<file path="config.mk">
export PLATFORM = sky130hd
export DESIGN_NAME = phase_angle_load_timer
export DESIGN_NICKNAME = d
export VERILOG_FILES = /design/src/hw/rtl/pat_pkg.sv /design/src/hw/rtl/pat_core.sv /design/src/hw/rtl/phase_angle_load_timer.sv
export VERILOG_INCLUDE_DIRS = /design/src /design/src/hw/rtl
export SDC_FILE = /design/constraint.sdc
export NUM_CORES = 1
export LEC_CHECK = 0
export ABC_AREA = 0
export BUFFER_PORTS_ARGS = -buffer_cell sky130_fd_sc_hd__clkbuf_2
export CORE_MARGIN = 2
export CORE_UTILIZATION = 55
export CTS_CLUSTER_DIAMETER = 200
export DETAILED_ROUTE_END_ITERATION = 16
export PLACE_DENSITY = 0.72
export SYNTH_ARGS = -nofsm -noshare
export SYNTH_HDL_FRONTEND = slang
export SYNTH_SLANG_ARGS = --single-unit
</file>
<file path="constraint.sdc">
create_clock -name i_clk -period 6 [get_ports i_clk]
set_input_delay 0.9 -clock i_clk [delete_from_list [all_inputs] [get_ports i_clk]]
set_output_delay 0.9 -clock i_clk [all_outputs]
set_load 0.02 [all_outputs]
</file>
<file path="src/hw/rtl/assert_macros.svh">
// Assertion macros used by the phase-angle load timer RTL.
`ifndef ASSERT_MACROS_SVH
`define ASSERT_MACROS_SVH

// Plain property checked on every rising clock edge outside reset.
`define PAT_ASSERT(label, clk, rst_n, prop, msg) \
    label: assert property (@(posedge clk) disable iff (!rst_n) (prop)) \
        else $error(msg);

// Overlapping implication, antecedent and consequent in the same cycle.
`define PAT_ASSERT_IMP(label, clk, rst_n, ante, cons, msg) \
    label: assert property (@(posedge clk) disable iff (!rst_n) (ante) |-> (cons)) \
        else $error(msg);

`endif

</file>
<file path="src/hw/rtl/pat_pkg.sv">
// Package for the phase-angle load timer: widths, request codes, drive table.
package pat_pkg;

    localparam int ReqW      = 4;
    localparam int LevelW    = 7;
    localparam int OnTimeW   = 14;
    localparam int ElapsedW  = 16;

    // Request codes
    localparam logic [ReqW-1:0] ReqTick   = 4'd0;
    localparam logic [ReqW-1:0] ReqCross  = 4'd1;
    localparam logic [ReqW-1:0] ReqUp     = 4'd2;
    localparam logic [ReqW-1:0] ReqDown   = 4'd3;
    localparam logic [ReqW-1:0] ReqSet    = 4'd4;
    localparam logic [ReqW-1:0] ReqOn     = 4'd5;
    localparam logic [ReqW-1:0] ReqOff    = 4'd6;
    localparam logic [ReqW-1:0] ReqToggle = 4'd7;
    localparam logic [ReqW-1:0] ReqPause  = 4'd8;
    localparam logic [ReqW-1:0] ReqResume = 4'd9;

    localparam logic [LevelW-1:0]   LevelMax   = 7'd100;
    localparam logic [LevelW-1:0]   LevelStep  = 7'd5;
    localparam logic [LevelW-1:0]   UpLimit    = 7'd95;
    localparam logic [OnTimeW-1:0]  OnTimeMax  = 14'd10000;
    localparam logic [ElapsedW-1:0] ElapsedMax = 16'hFFFF;

    // State seen at the output after each item
    typedef struct packed {
        logic                load_drive;
        logic [LevelW-1:0]   level;
        logic [OnTimeW-1:0]  on_time;
        logic                powered;
    } t_pat_view;

    // Drive time in microseconds for a level, one step per five percent
    function automatic logic [OnTimeW-1:0] drive_time(input logic [LevelW-1:0] lvl);
        logic [OnTimeW-1:0] t;
        case (lvl) inside
            [7'd0:7'd4]:   t = 14'd0;
            [7'd5:7'd9]:   t = 14'd1436;
            [7'd10:7'd14]: t = 14'd2048;
            [7'd15:7'd19]: t = 14'd2532;
            [7'd20:7'd24]: t = 14'd2952;
            [7'd25:7'd29]: t = 14'd3333;
            [7'd30:7'd34]: t = 14'd3690;
            [7'd35:7'd39]: t = 14'd4030;
            [7'd40:7'd44]: t = 14'd4359;
            [7'd45:7'd49]: t = 14'd4681;
            [7'd50:7'd54]: t = 14'd5000;
            [7'd55:7'd59]: t = 14'd5319;
            [7'd60:7'd64]: t = 14'd5641;
            [7'd65:7'd69]: t = 14'd5970;
            [7'd70:7'd74]: t = 14'd6310;
            [7'd75:7'd79]: t = 14'd6667;
            [7'd80:7'd84]: t = 14'd7048;
            [7'd85:7'd89]: t = 14'd7468;
            [7'd90:7'd94]: t = 14'd7952;
            [7'd95:7'd99]: t = 14'd8564;
            default:       t = OnTimeMax;
        endcase
        return t;
    endfunction

endpackage

</file>
<file path="src/hw/rtl/pat_core.sv">
// Timer state and event decode for the phase-angle load timer.
module pat_core (
    input  logic                         i_clk,
    input  logic                         i_rst_n,
    input  logic                         i_step,
    input  logic [pat_pkg::ReqW-1:0]     i_req,
    input  logic [pat_pkg::LevelW-1:0]   i_lvl,
    output pat_pkg::t_pat_view           o_view
);

    logic [pat_pkg::LevelW-1:0]   r_level,   n_level;
    logic [pat_pkg::OnTimeW-1:0]  r_on_time, n_on_time;
    logic [pat_pkg::ElapsedW-1:0] r_elapsed, n_elapsed;
    logic                         r_powered, n_powered;
    logic                         r_paused,  n_paused;
    logic [pat_pkg::LevelW-1:0]   set_lvl;

    // Clamp for set level
    assign set_lvl = (i_lvl > pat_pkg::LevelMax) ? pat_pkg::LevelMax : i_lvl;

    // Next state for the item in hand
    always_comb begin
        n_level   = r_level;
        n_on_time = r_on_time;
        n_elapsed = r_elapsed;
        n_powered = r_powered;
        n_paused  = r_paused;
        case (i_req)
            pat_pkg::ReqTick: begin
                if (r_elapsed != pat_pkg::ElapsedMax) begin
                    n_elapsed = r_elapsed + 16'd1;
                end
            end
            pat_pkg::ReqCross: begin
                if (r_powered && !r_paused) begin
                    n_elapsed = '0;
                end
            end
            pat_pkg::ReqUp: begin
                if (r_powered && r_level <= pat_pkg::UpLimit) begin
                    n_level   = r_level + pat_pkg::LevelStep;
                    n_on_time = pat_pkg::drive_time(r_level + pat_pkg::LevelStep);
                end
            end
            pat_pkg::ReqDown: begin
                if (r_powered && r_level >= pat_pkg::LevelStep) begin
                    n_level   = r_level - pat_pkg::LevelStep;
                    n_on_time = pat_pkg::drive_time(r_level - pat_pkg::LevelStep);
                end
            end
            pat_pkg::ReqSet: begin
                if (r_powered) begin
                    n_level   = set_lvl;
                    n_on_time = pat_pkg::drive_time(set_lvl);
                end
            end
            pat_pkg::ReqOn:     n_powered = 1'b1;
            pat_pkg::ReqOff:    n_powered = 1'b0;
            pat_pkg::ReqToggle: n_powered = !r_powered;
            pat_pkg::ReqPause:  n_paused  = 1'b1;
            pat_pkg::ReqResume: n_paused  = 1'b0;
            default: begin
            end
        endcase
    end

    // State registers, advanced once per item
    always_ff @(posedge i_clk) begin
        if (!i_rst_n) begin
            r_level   <= '0;
            r_on_time <= '0;
            r_elapsed <= '0;
            r_powered <= 1'b1;
            r_paused  <= 1'b0;
        end else if (i_step) begin
            r_level   <= n_level;
            r_on_time <= n_on_time;
            r_elapsed <= n_elapsed;
            r_powered <= n_powered;
            r_paused  <= n_paused;
        end
    end

    // View after the item
    assign o_view.load_drive = n_powered && (n_elapsed < {2'b00, n_on_time});
    assign o_view.level      = n_level;
    assign o_view.on_time    = n_on_time;
    assign o_view.powered    = n_powered;

endmodule

</file>
<file path="src/hw/rtl/phase_angle_load_timer.sv">
// Top level of the phase-angle load timer: input and result registers.
//
// Input channel: i_valid, o_stall, fields i_req_type and i_new_level. An item is
// taken at a clock edge with i_valid high and o_stall low. Each item is one event:
// tick, zero crossing, level up/down, set level, on, off, toggle, pause, resume.
// Output channel: o_valid, i_stall, fields o_load_drive, o_level_now,
// o_on_time_us and o_is_on. Every item gives exactly one result showing the
// state after that event.
// An accepted item is held in the input register, and its result is then loaded into
// the result register, which drives o_valid. One item per cycle is sustained while
// i_stall is low, as the state update is a single pass of logic between the input
// register and the result register.
// While i_stall holds the result, one further item waits in the input register;
// o_stall rises only when both registers are full.
// Reset (synchronous, active low) empties both registers and sets level 0,
// drive time 0, elapsed time 0, switched on, crossings accepted.
module phase_angle_load_timer (
    input  logic                          i_clk,
    input  logic                          i_rst_n,
    input  logic                          i_valid,
    output logic                          o_stall,
    input  logic [pat_pkg::ReqW-1:0]      i_req_type,
    input  logic [pat_pkg::LevelW-1:0]    i_new_level,
    output logic                          o_valid,
    input  logic                          i_stall,
    output logic                          o_load_drive,
    output logic [pat_pkg::LevelW-1:0]    o_level_now,
    output logic [pat_pkg::OnTimeW-1:0]   o_on_time_us,
    output logic                          o_is_on
);

`include "assert_macros.svh"

    logic                         r_in_valid;
    logic [pat_pkg::ReqW-1:0]     r_req;
    logic [pat_pkg::LevelW-1:0]   r_lvl;
    logic                         r_out_valid;
    pat_pkg::t_pat_view           r_view;
    pat_pkg::t_pat_view           view;
    logic                         advance;
    logic                         take;

    assign advance = r_in_valid && (!r_out_valid || !i_stall);
    assign o_stall = r_in_valid && !advance;
    assign take    = i_valid && !o_stall;

    // Input register
    always_ff @(posedge i_clk) begin
        if (!i_rst_n) begin
            r_in_valid <= 1'b0;
        end else if (take) begin
            r_in_valid <= 1'b1;
        end else if (advance) begin
            r_in_valid <= 1'b0;
        end
    end

    always_ff @(posedge i_clk) begin
        if (take) begin
            r_req <= i_req_type;
            r_lvl <= i_new_level;
        end
    end

    pat_core u_core (
        .i_clk   (i_clk),
        .i_rst_n (i_rst_n),
        .i_step  (advance),
        .i_req   (r_req),
        .i_lvl   (r_lvl),
        .o_view  (view)
    );

    // Result register
    always_ff @(posedge i_clk) begin
        if (!i_rst_n) begin
            r_out_valid <= 1'b0;
        end else if (advance) begin
            r_out_valid <= 1'b1;
        end else if (!i_stall) begin
            r_out_valid <= 1'b0;
        end
    end

    always_ff @(posedge i_clk) begin
        if (advance) begin
            r_view <= view;
        end
    end

    assign o_valid      = r_out_valid;
    assign o_load_drive = r_view.load_drive;
    assign o_level_now  = r_view.level;
    assign o_on_time_us = r_view.on_time;
    assign o_is_on      = r_view.powered;

    // Checks
    `PAT_ASSERT_IMP(a_drive_needs_power, i_clk, i_rst_n,
        r_out_valid && o_load_drive, o_is_on, "load driven while off")
    `PAT_ASSERT_IMP(a_level_range, i_clk, i_rst_n,
        r_out_valid, o_level_now <= pat_pkg::LevelMax, "level above maximum")
    `PAT_ASSERT_IMP(a_on_time_range, i_clk, i_rst_n,
        r_out_valid, o_on_time_us <= pat_pkg::OnTimeMax, "drive time above maximum")
    `PAT_ASSERT(a_stall_only_full, i_clk, i_rst_n,
        !o_stall || (r_in_valid && r_out_valid && i_stall), "input stalled with room free")

endmodule

</file>
Word level (Yosys, flattened, before mapping)

Cells that the tools add are included.

Bits in registers: 75
Input port bits: 15
Output and inout port bits: 25

Add/subtract/negate cells: 3
Magnitude comparators: 124
Equality and inequality tests: 11
Mux-type cells: 78
Reduce and logical (&&, ||, !) cells: 78

Operators with widths:

| cell                  | number |
|---|---|
| $mux 14               | 60 |
| $le 7x7->1 const B    | 25 |
| $ge 7x7->1 const B    | 21 |
| $ge 7x6->1 const B    | 18 |
| $le 7x6->1 const B    | 18 |
| $logic_and 1x1->1     | 67 |
| $ge 7x5->1 const B    | 9 |
| $le 7x5->1 const B    | 9 |
| $ge 7x4->1 const B    | 6 |
| $le 7x4->1 const B    | 6 |
| $pmux 14 s3           | 1 |
| $mux 11               | 3 |
| $mux 16               | 2 |
| $pmux 16 s2           | 1 |
| $ge 7x3->1 const B    | 4 |
| $mux 7                | 4 |
| $ge 7x1->1 const B    | 3 |
| $le 7x3->1 const B    | 3 |
| $pmux 7 s3            | 1 |
| $add 16x1->16 const B | 1 |
| $eq 4x3->1 const B    | 4 |
| $lt 16x14->1          | 1 |
| $ne 16x16->1 const B  | 1 |
| $eq 4x2->1 const B    | 2 |
| other kinds (14)      | 24 |

Depth between registers and ports, before layout

Gate-level depths: netlist of run 1.

Depth after elaboration: 28
Depth in mapped cells: 23

Hierarchy

Synthesis of run 1 repeated with hierarchy kept, for this count alone.

Cells, all modules: 1,199
Area, all modules: 8,805.9 um^2

By module, submodules not included:

| module                 | instances | cells an instance | area an instance (um^2) | seq. area each (um^2) |
|---|---|---|---|---|
| pat_core               | 1         | 1,157             | 7,701.1                 | 780.7 |
| phase_angle_load_timer | 1         | 42                | 1,104.8                 | 1,061.0 |

Least setup slack after synthesis of run 1

Ideal clock, no wire load.

Kind: register to register
Start: reg u_core.r_level[0] (netlist bit)
End: reg r_view, in the netlist o_load_drive, data pin
Library setup time: 0.146 ns
Arrival: 4.340 ns
Data required time: 5.854 ns
Setup slack: 1.514 ns
Cell stages (with the launch flop): 23
Buffers on the path: 4
Clock period less this slack: 4.486 ns
Cells stage by stage: dfxtp_1 buf_6 buf_6 clkinv_1 ha_1 buf_4 clkbuf_1 or3b_1 and3_1 o21ai_0 a31oi_1 nor3_1 o21ai_0 a31oi_1 a211oi_2 ha_1 a21o_1 a21o_1 a21oi_1 nor2b_1 o21ai_0 nand4_1 a21oi_1

RTL lines:

| element                | RTL line                     | RTL |
|---|---|---|
| start, declared        | pat_core.sv:11               | `logic [pat_pkg::LevelW-1:0] r_level, n_level;` |
| start signal, assigned | pat_core.sv:76               | `r_level <= n_level;` |
| end signal, assigned   | phase_angle_load_timer.sv:87 | `r_view <= view;` |
| end, declared          | phase_angle_load_timer.sv:38 | `pat_pkg::t_pat_view r_view;` |

==> results of run 1 <==
[worst max-delay path: stages, from the launching register on]
cell and delay, ns:
dfxtp_1 0.33, buf_4 0.41, ha_1 0.74, inv_1 0.36, o41ai_1 0.72, a211oi_1 0.21, nor4_1 0.39, or2_1 0.29
nor3_1 0.07, a211oi_1 0.51, nor3_1 0.17, ha_1 0.35, and4_1 0.20, nand3_1 0.12, a21oi_1 0.15, nor3_1 0.06
nand4_1 0.08, a21oi_1 0.04
[stage by stage]
| step | util (%) | hold WS (ns) | area, um2 |
|---|---|---|---|
| after global routing | 59.39 | 0.4943 | 9468 |
| after global placement | 57.61 | 0.4531 | 9185 |
| after CTS | 59.39 | 0.4673 | 9468 |
| final | 59.39 | 0.4710 | 9468 |
| after floorplan | - | 0.4442 | 8990 |
| after detailed placement | 57.61 | 0.4572 | 9185 |
[cell usage after synthesis, types with 7 or more instances]
cell / count
nor4_1: 8
and3_1: 12
a21oi_1: 84
o31ai_1: 9
o21a_1: 13
xnor2_1: 11
nor2_1: 107
a221oi_1: 7
nand3_1: 40
o211a_1: 8
dfxtp_1: 41
or2_2: 12
and3b_1: 8
edfxtp_1: 34
nand4_1: 13
o221ai_1: 7
o22ai_1: 13
or3_1: 10
o211ai_1: 13
nor3_1: 46
a32oi_1: 8
nand3b_1: 14
ha_1: 20
and4_1: 7
o21ai_0: 90
nand2b_1: 32
nand2_1: 108
and2_1: 25
inv_1: 33
a21o_1: 12
a31oi_1: 22
nor3b_1: 8
nor2b_1: 29
mux2i_1: 7
a311oi_1: 7
a211oi_1: 24
o2111ai_1: 7
clkbuf_1: 42
buf_2: 32
a22oi_1: 10
[power by group through the flow]
stage / Clock (mW) / Combinational, mW / Sequential (mW)
after floorplan: 0 / 0.509 / 0.610
after global placement: 0 / 0.674 / 0.629
after detailed placement: 0 / 0.673 / 0.630
after CTS: 0.533 / 0.677 / 0.619
after global routing: 0.551 / 0.755 / 0.626
final: 0.527 / 0.708 / 0.623
[worst max-delay path by stage]
stage,startpoint,end,cells past startpoint,slack [ns]
final,u_core.r_level[1]$_SDFFE_PN0P_,o_load_drive$_DFFE_PP_,17,0.52
after global routing,u_core.r_level[1]$_SDFFE_PN0P_,o_load_drive$_DFFE_PP_,19,0.30
after CTS,u_core.r_level[1]$_SDFFE_PN0P_,o_load_drive$_DFFE_PP_,18,0.82
after detailed placement,u_core.r_level[1]$_SDFFE_PN0P_,o_load_drive$_DFFE_PP_,18,0.87
after global placement,u_core.r_level[1]$_SDFFE_PN0P_,o_load_drive$_DFFE_PP_,17,0.76
after floorplan,u_core.r_level[0]$_SDFFE_PN0P_,o_load_drive$_DFFE_PP_,22,1.51
[layer usage]
layer	share of wire, %	up-vias
met5	0	-
li1	-	4635
met2	42	800
met1	41	4826
met3	13	113
met4	3.4	0
[sequential cells by signal, indices dropped and copies added (netlist names), 4 cells and up]
register          cells
u_core.r_elapsed     16
o_on_time_us         14
u_core.r_on_time     14
o_level_now           7
r_lvl                 7
u_core.r_level        7
r_req                 4
[cell type report]
class                           count  area (um2)
Clock buffer                        9       225.2
Clock inverter                      7       57.56
Fill cell                        1499        6475
Inverter                           35       131.4
Multi-Input combinational cell   1013        6568
Sequential cell                    75        1846
Tap cell                          216       270.3
Timing Repair Buffer               59       370.4
[logic make-up (layout without fill, tap and decap cells)]
group | count (synthesis) | in the layout | synth area share (%)
AOI/OAI and AO/OA | 451 | 451 | 36.56
xor gates and xnor gates | 16 | 16 | 1.642
adders and majority gates | 20 | 20 | 2.784
buffers and inverters | 126 | 110 | 6.458
DFF | 75 | 75 | 20.49
muxes | 7 | 7 | 0.7794
and+or+nand+nor | 519 | 519 | 31.29
==> flow_summary.toml, run 1 <==
[run_status]
outcome = "complete, no violations"

[critical_path]
critPathMaxFanout = 44
startpoint_type = "register"
r2r_end = "o_load_drive$_DFFE_PP_"
r2r-start = "u_core.r_level[1]$_SDFFE_PN0P_"
reg2regPathDepth = 17
cp.arrival_ns = 5.57
end_kind = "register"
cp.required_ns = 6.10
reg2reg_setup_slack_ns = 0.52
critical_path_class = "register to register"

[placement]
dp_cells = 1398
hpwl_um = 24940
io_buffers = 39
dp_slack_ns = 0.8657
globalplace.congestion = 1.058

[detailed_routing]
num_vias = 10370
drc = 0
dr.pass1.iters = 6
wl_um = 33770
vias_per_cell = 7.337
avgRoutedWirePerCell_um = 23.88
ant_nets = 0
drt_iter0_drc = 1600

[timing]
timing.slew.headroom_pct = 31.06
period_minus_slack_ns = 5.477
finalWorstSetupSlack_ns = 0.5227
fmax_ghz = 0.1826
worst_slew_pin_slew_ns = 1.033
grt_setup_unrepaired = "no"
fin_tns_setup_ns = 0
fin_worst_skew_ns = 0.01258
finalHoldViolCount = 0
finalCritPeriodShare_pct = 91.29
slew_violations = 0
setup_viol = 0

[floorplan]
ios = 40
die_h_um = 131.9
initial_core_util_pct = 56.39
core_um2 = 15940
die_area_um2 = 17380
die_x_um = 131.9
rows = 46

[yosys]
synthCells = 1214
synth_nets = 1249
synth.avg_cell_area_um2 = 7.405
synthArstFlopShare_pct = 0
ys_seq_area_share_pct = 20.49
synth.area.top_cells = "edfxtp_1, dfxtp_1, o21ai_0, a21oi_1, nand2_1"
yosysTopAreaCell = "edfxtp_1"
synth_area_um2 = 8990
synth_edf_count = 34
yosys_warnings = 0
netlist-cell-type-count = 114
synth_ff_type = "dfxtp_1"
synth_top_area_share_pct = 11.36
synth_seq_cells = 75

[global_routing]
gr-usage-met1_pct = 54.62
busiest_layer = "met2"
met2_usage_pct = 55.58
track_usage_pct = 37.66
grt_start_max_net_pins = 67
gr-total-overflow = 0
grt_pass1_vias = 9083
grt_pass1_wl_um = 52370
use_met3_pct = 8.381
antenna_found_initial = 0

[clock_tree]
postCtsSetupRepairBufs = 0
clock_tree.buffer_depth = 2
cts.htree.levels = 3
clock_latency_ns = 0.35
numCtsBuffers = 9
cts-resized-gates = 0
clk_pin_slew_ns = 0.07
cts_tree = "built"
ctsHoldBuffers = 0
cts_root_buf = "clkbuf_16"
cts.sinks = 75

[worst_hold_path]
min_from = "u_core.r_elapsed[10]$_SDFFE_PN0P_"
holdCritPathClass = "register to register"
hold_depth = 2
whs_endpoint = "u_core.r_elapsed[10]$_SDFFE_PN0P_"

[power_and_ir_drop]
clkPwrFrac_pct = 28.4
netSwitchingFraction_pct = 41.02
p_seq_share_pct = 33.5
power_density_nw_per_um2 = 196.1
switchingPower_mw = 0.7618
combPwrFrac_pct = 38.1
finalPower_mw = 1.857
p_leak_nw = 3.439
vdd_drop_max_uv = 181.1
p_int_mw = 1.095

[finish]
layout_commonest_cell = "nand2_1"
fin_cells = 1414
final_nets = 1228
area_growth_pct = 5.317
n_antenna_cell = 0
drive_above_1_share_pct = 12.35
mostFrequentLayoutCells = "nand2_1, nor2_1, o21ai_0, a21oi_1, nor3_1"

[job]
cap_violations = 0
(Power assumes the default switching activity.)
==> run 2: changes to the inputs <==
--- a/config.mk
+++ b/config.mk
@@ -13,4 +13,5 @@
 export CTS_CLUSTER_DIAMETER = 200
 export DETAILED_ROUTE_END_ITERATION = 16
+export MAX_ROUTING_LAYER = met4
 export PLACE_DENSITY = 0.72
 export SYNTH_ARGS = -nofsm -noshare
==> constraint.sdc (replaced) <==
create_clock -name i_clk -period 6 [get_ports i_clk]
set_input_delay 0.6 -clock i_clk [delete_from_list [all_inputs] [get_ports i_clk]]
set_output_delay 0.6 -clock i_clk [all_outputs]
set_load 0.02 [all_outputs]
==> run 2 against run 1 <==
Effect of this change:
- sequential share of layout area fell by 0.10 points
- sequential power barely moved
- routed wire length fell by 1.9%
- die area did not move
- clock skew fell by 0.0035 ns
- clock-buffer cell count did not move
- global-route usage rose by 0.51 points
- final cell count rose by 0.35%
- via count fell by 0.67%
- non-clock buffer count rose by 5
- largest cell class unchanged
- largest power group unchanged
==> flow_summary.toml, run 2 (same netlist as run 1, synthesis figures left out) <==
[timing]
worst_slew_pin_slew_ns = 1.084
setup_viol = 0
hold_slack_ns = 0.4304
grt_setup_unrepaired = "no"
finalHoldViolCount = 0
finalCritPeriodShare_pct = 88.21
fin_tns_setup_ns = 0
fin_worst_skew_ns = 0.009094
period_minus_slack_ns = 5.293
timing.slew.headroom_pct = 27.61
fmax_ghz = 0.1889
slew_violations = 0

[run_status]
outcome = "complete, no violations"

[clock_tree]
cts.htree.levels = 3
cts_tree = "built"
clock_latency_ns = 0.35
clk_pin_slew_ns = 0.07
postCtsSetupRepairBufs = 0
cts.sinks = 75
cts-resized-gates = 0
clock_tree.buffer_depth = 2
ctsHoldBuffers = 0
numCtsBuffers = 9
cts_root_buf = "clkbuf_16"

[detailed_routing]
wl_um = 33110
drt_iter0_drc = 1784
vias_per_cell = 7.261
drc = 0
ant_nets = 0
avgRoutedWirePerCell_um = 23.33
dr.pass1.iters = 7
num_vias = 10300

[finish]
regMostFlops = "u_core.r_elapsed"
layout_commonest_cell = "nand2_1"
largest_registers = "u_core.r_elapsed (16), o_on_time_us (14), u_core.r_on_time (14)"
drive_above_1_share_pct = 12.72
final_nets = 1233
fin_cells = 1419
post-route-util_pct = 59.70
mostFrequentLayoutCells = "nand2_1, nor2_1, o21ai_0, a21oi_1, nor3_1"
largest_reg_flops = 16
area_growth_pct = 5.873
n_antenna_cell = 0

[critical_path]
cp.required_ns = 6.20
end_kind = "register"
reg2regPathDepth = 17
critical_path_class = "register to register"
startpoint_type = "register"
cp.arrival_ns = 5.49
critPathMaxFanout = 44

[placement]
hpwl_um = 24700
dp_cells = 1403
io_buffers = 39
globalplace.congestion = 1.051

[power_and_ir_drop]
power_density_nw_per_um2 = 196.5
p_leak_nw = 3.461
vdd_drop_max_uv = 150.6
finalPower_mw = 1.870

[global_routing]
gr-total-overflow = 0
grt_pass1_vias = 9092
antenna_found_initial = 0
grt_start_max_net_pins = 68
track_usage_pct = 38.16
grt_pass1_wl_um = 51820

[floorplan]
die_x_um = 131.9
rows = 46
die_h_um = 131.9
die_area_um2 = 17380
core_um2 = 15940
initial_core_util_pct = 56.39
ios = 40

[job]
cap_violations = 0

[worst_hold_path]
holdCritPathClass = "input pin to register"
hold_depth = 1
run 2: worst paths after layout:
check / slack, ns / start / endpoint
max: 0.71 / u_core.r_level[1]$_SDFFE_PN0P_ / o_load_drive$_DFFE_PP_
min: 0.43 / i_new_level[3] / r_lvl[3]$_DFFE_PP_
max reg2reg: 0.71 / u_core.r_level[1]$_SDFFE_PN0P_ / o_load_drive$_DFFE_PP_
min reg2reg: 0.48 / u_core.r_elapsed[10]$_SDFFE_PN0P_ / u_core.r_elapsed[10]$_SDFFE_PN0P_
run 2: routing by layer:
metal  GRT usage [%]  vias up  share of wire, %  routed length [um]
met5               -        -                 0                   0
met4           10.81        0               3.7                1233
met3           10.30      126                13                4448
met2           54.45      787                42               13820
met1           52.87     4763                41               13610
li1                -     4628                 -                   -
run 2: worst max-delay path: stages, from the launching register on:
cell,delay (ns)
dfxtp_1,0.33
buf_4,0.41
ha_1,0.71
inv_1,0.32
o41ai_1,0.53
a211oi_1,0.17
nor4_1,0.49
or2_1,0.30
nor3_1,0.07
a211oi_1,0.56
nor3_1,0.16
ha_1,0.35
and4_1,0.18
nand3_1,0.10
a21oi_1,0.05
nor3_1,0.14
nand4_1,0.11
a21oi_1,0.14
run 2: final cells by class:
type	count	area [um2]
multi-input cells	1013	6568
fillers	1502	6425
flip-flops and latches	75	1846
repair buffers	64	407.9
well taps	216	270.3
clock buffers	9	225.2
inverters	35	131.4
clock inverters	7	70.07
run 2: metrics by stage:
step | setup WS [ns] | cell area, um2
final | 0.7071 | 9518
after CTS | 0.9043 | 9518
after floorplan | 1.514 | 8990
after global routing | 0.3594 | 9518
after detailed placement | 0.9472 | 9223
after global placement | 0.9269 | 9223
run 2: power by group:
part	leakage, nW	internal (mW)	switching [mW]
registers	0.666	0.570	0.0547
clock network	0.141	0.291	0.247
logic	2.65	0.239	0.469
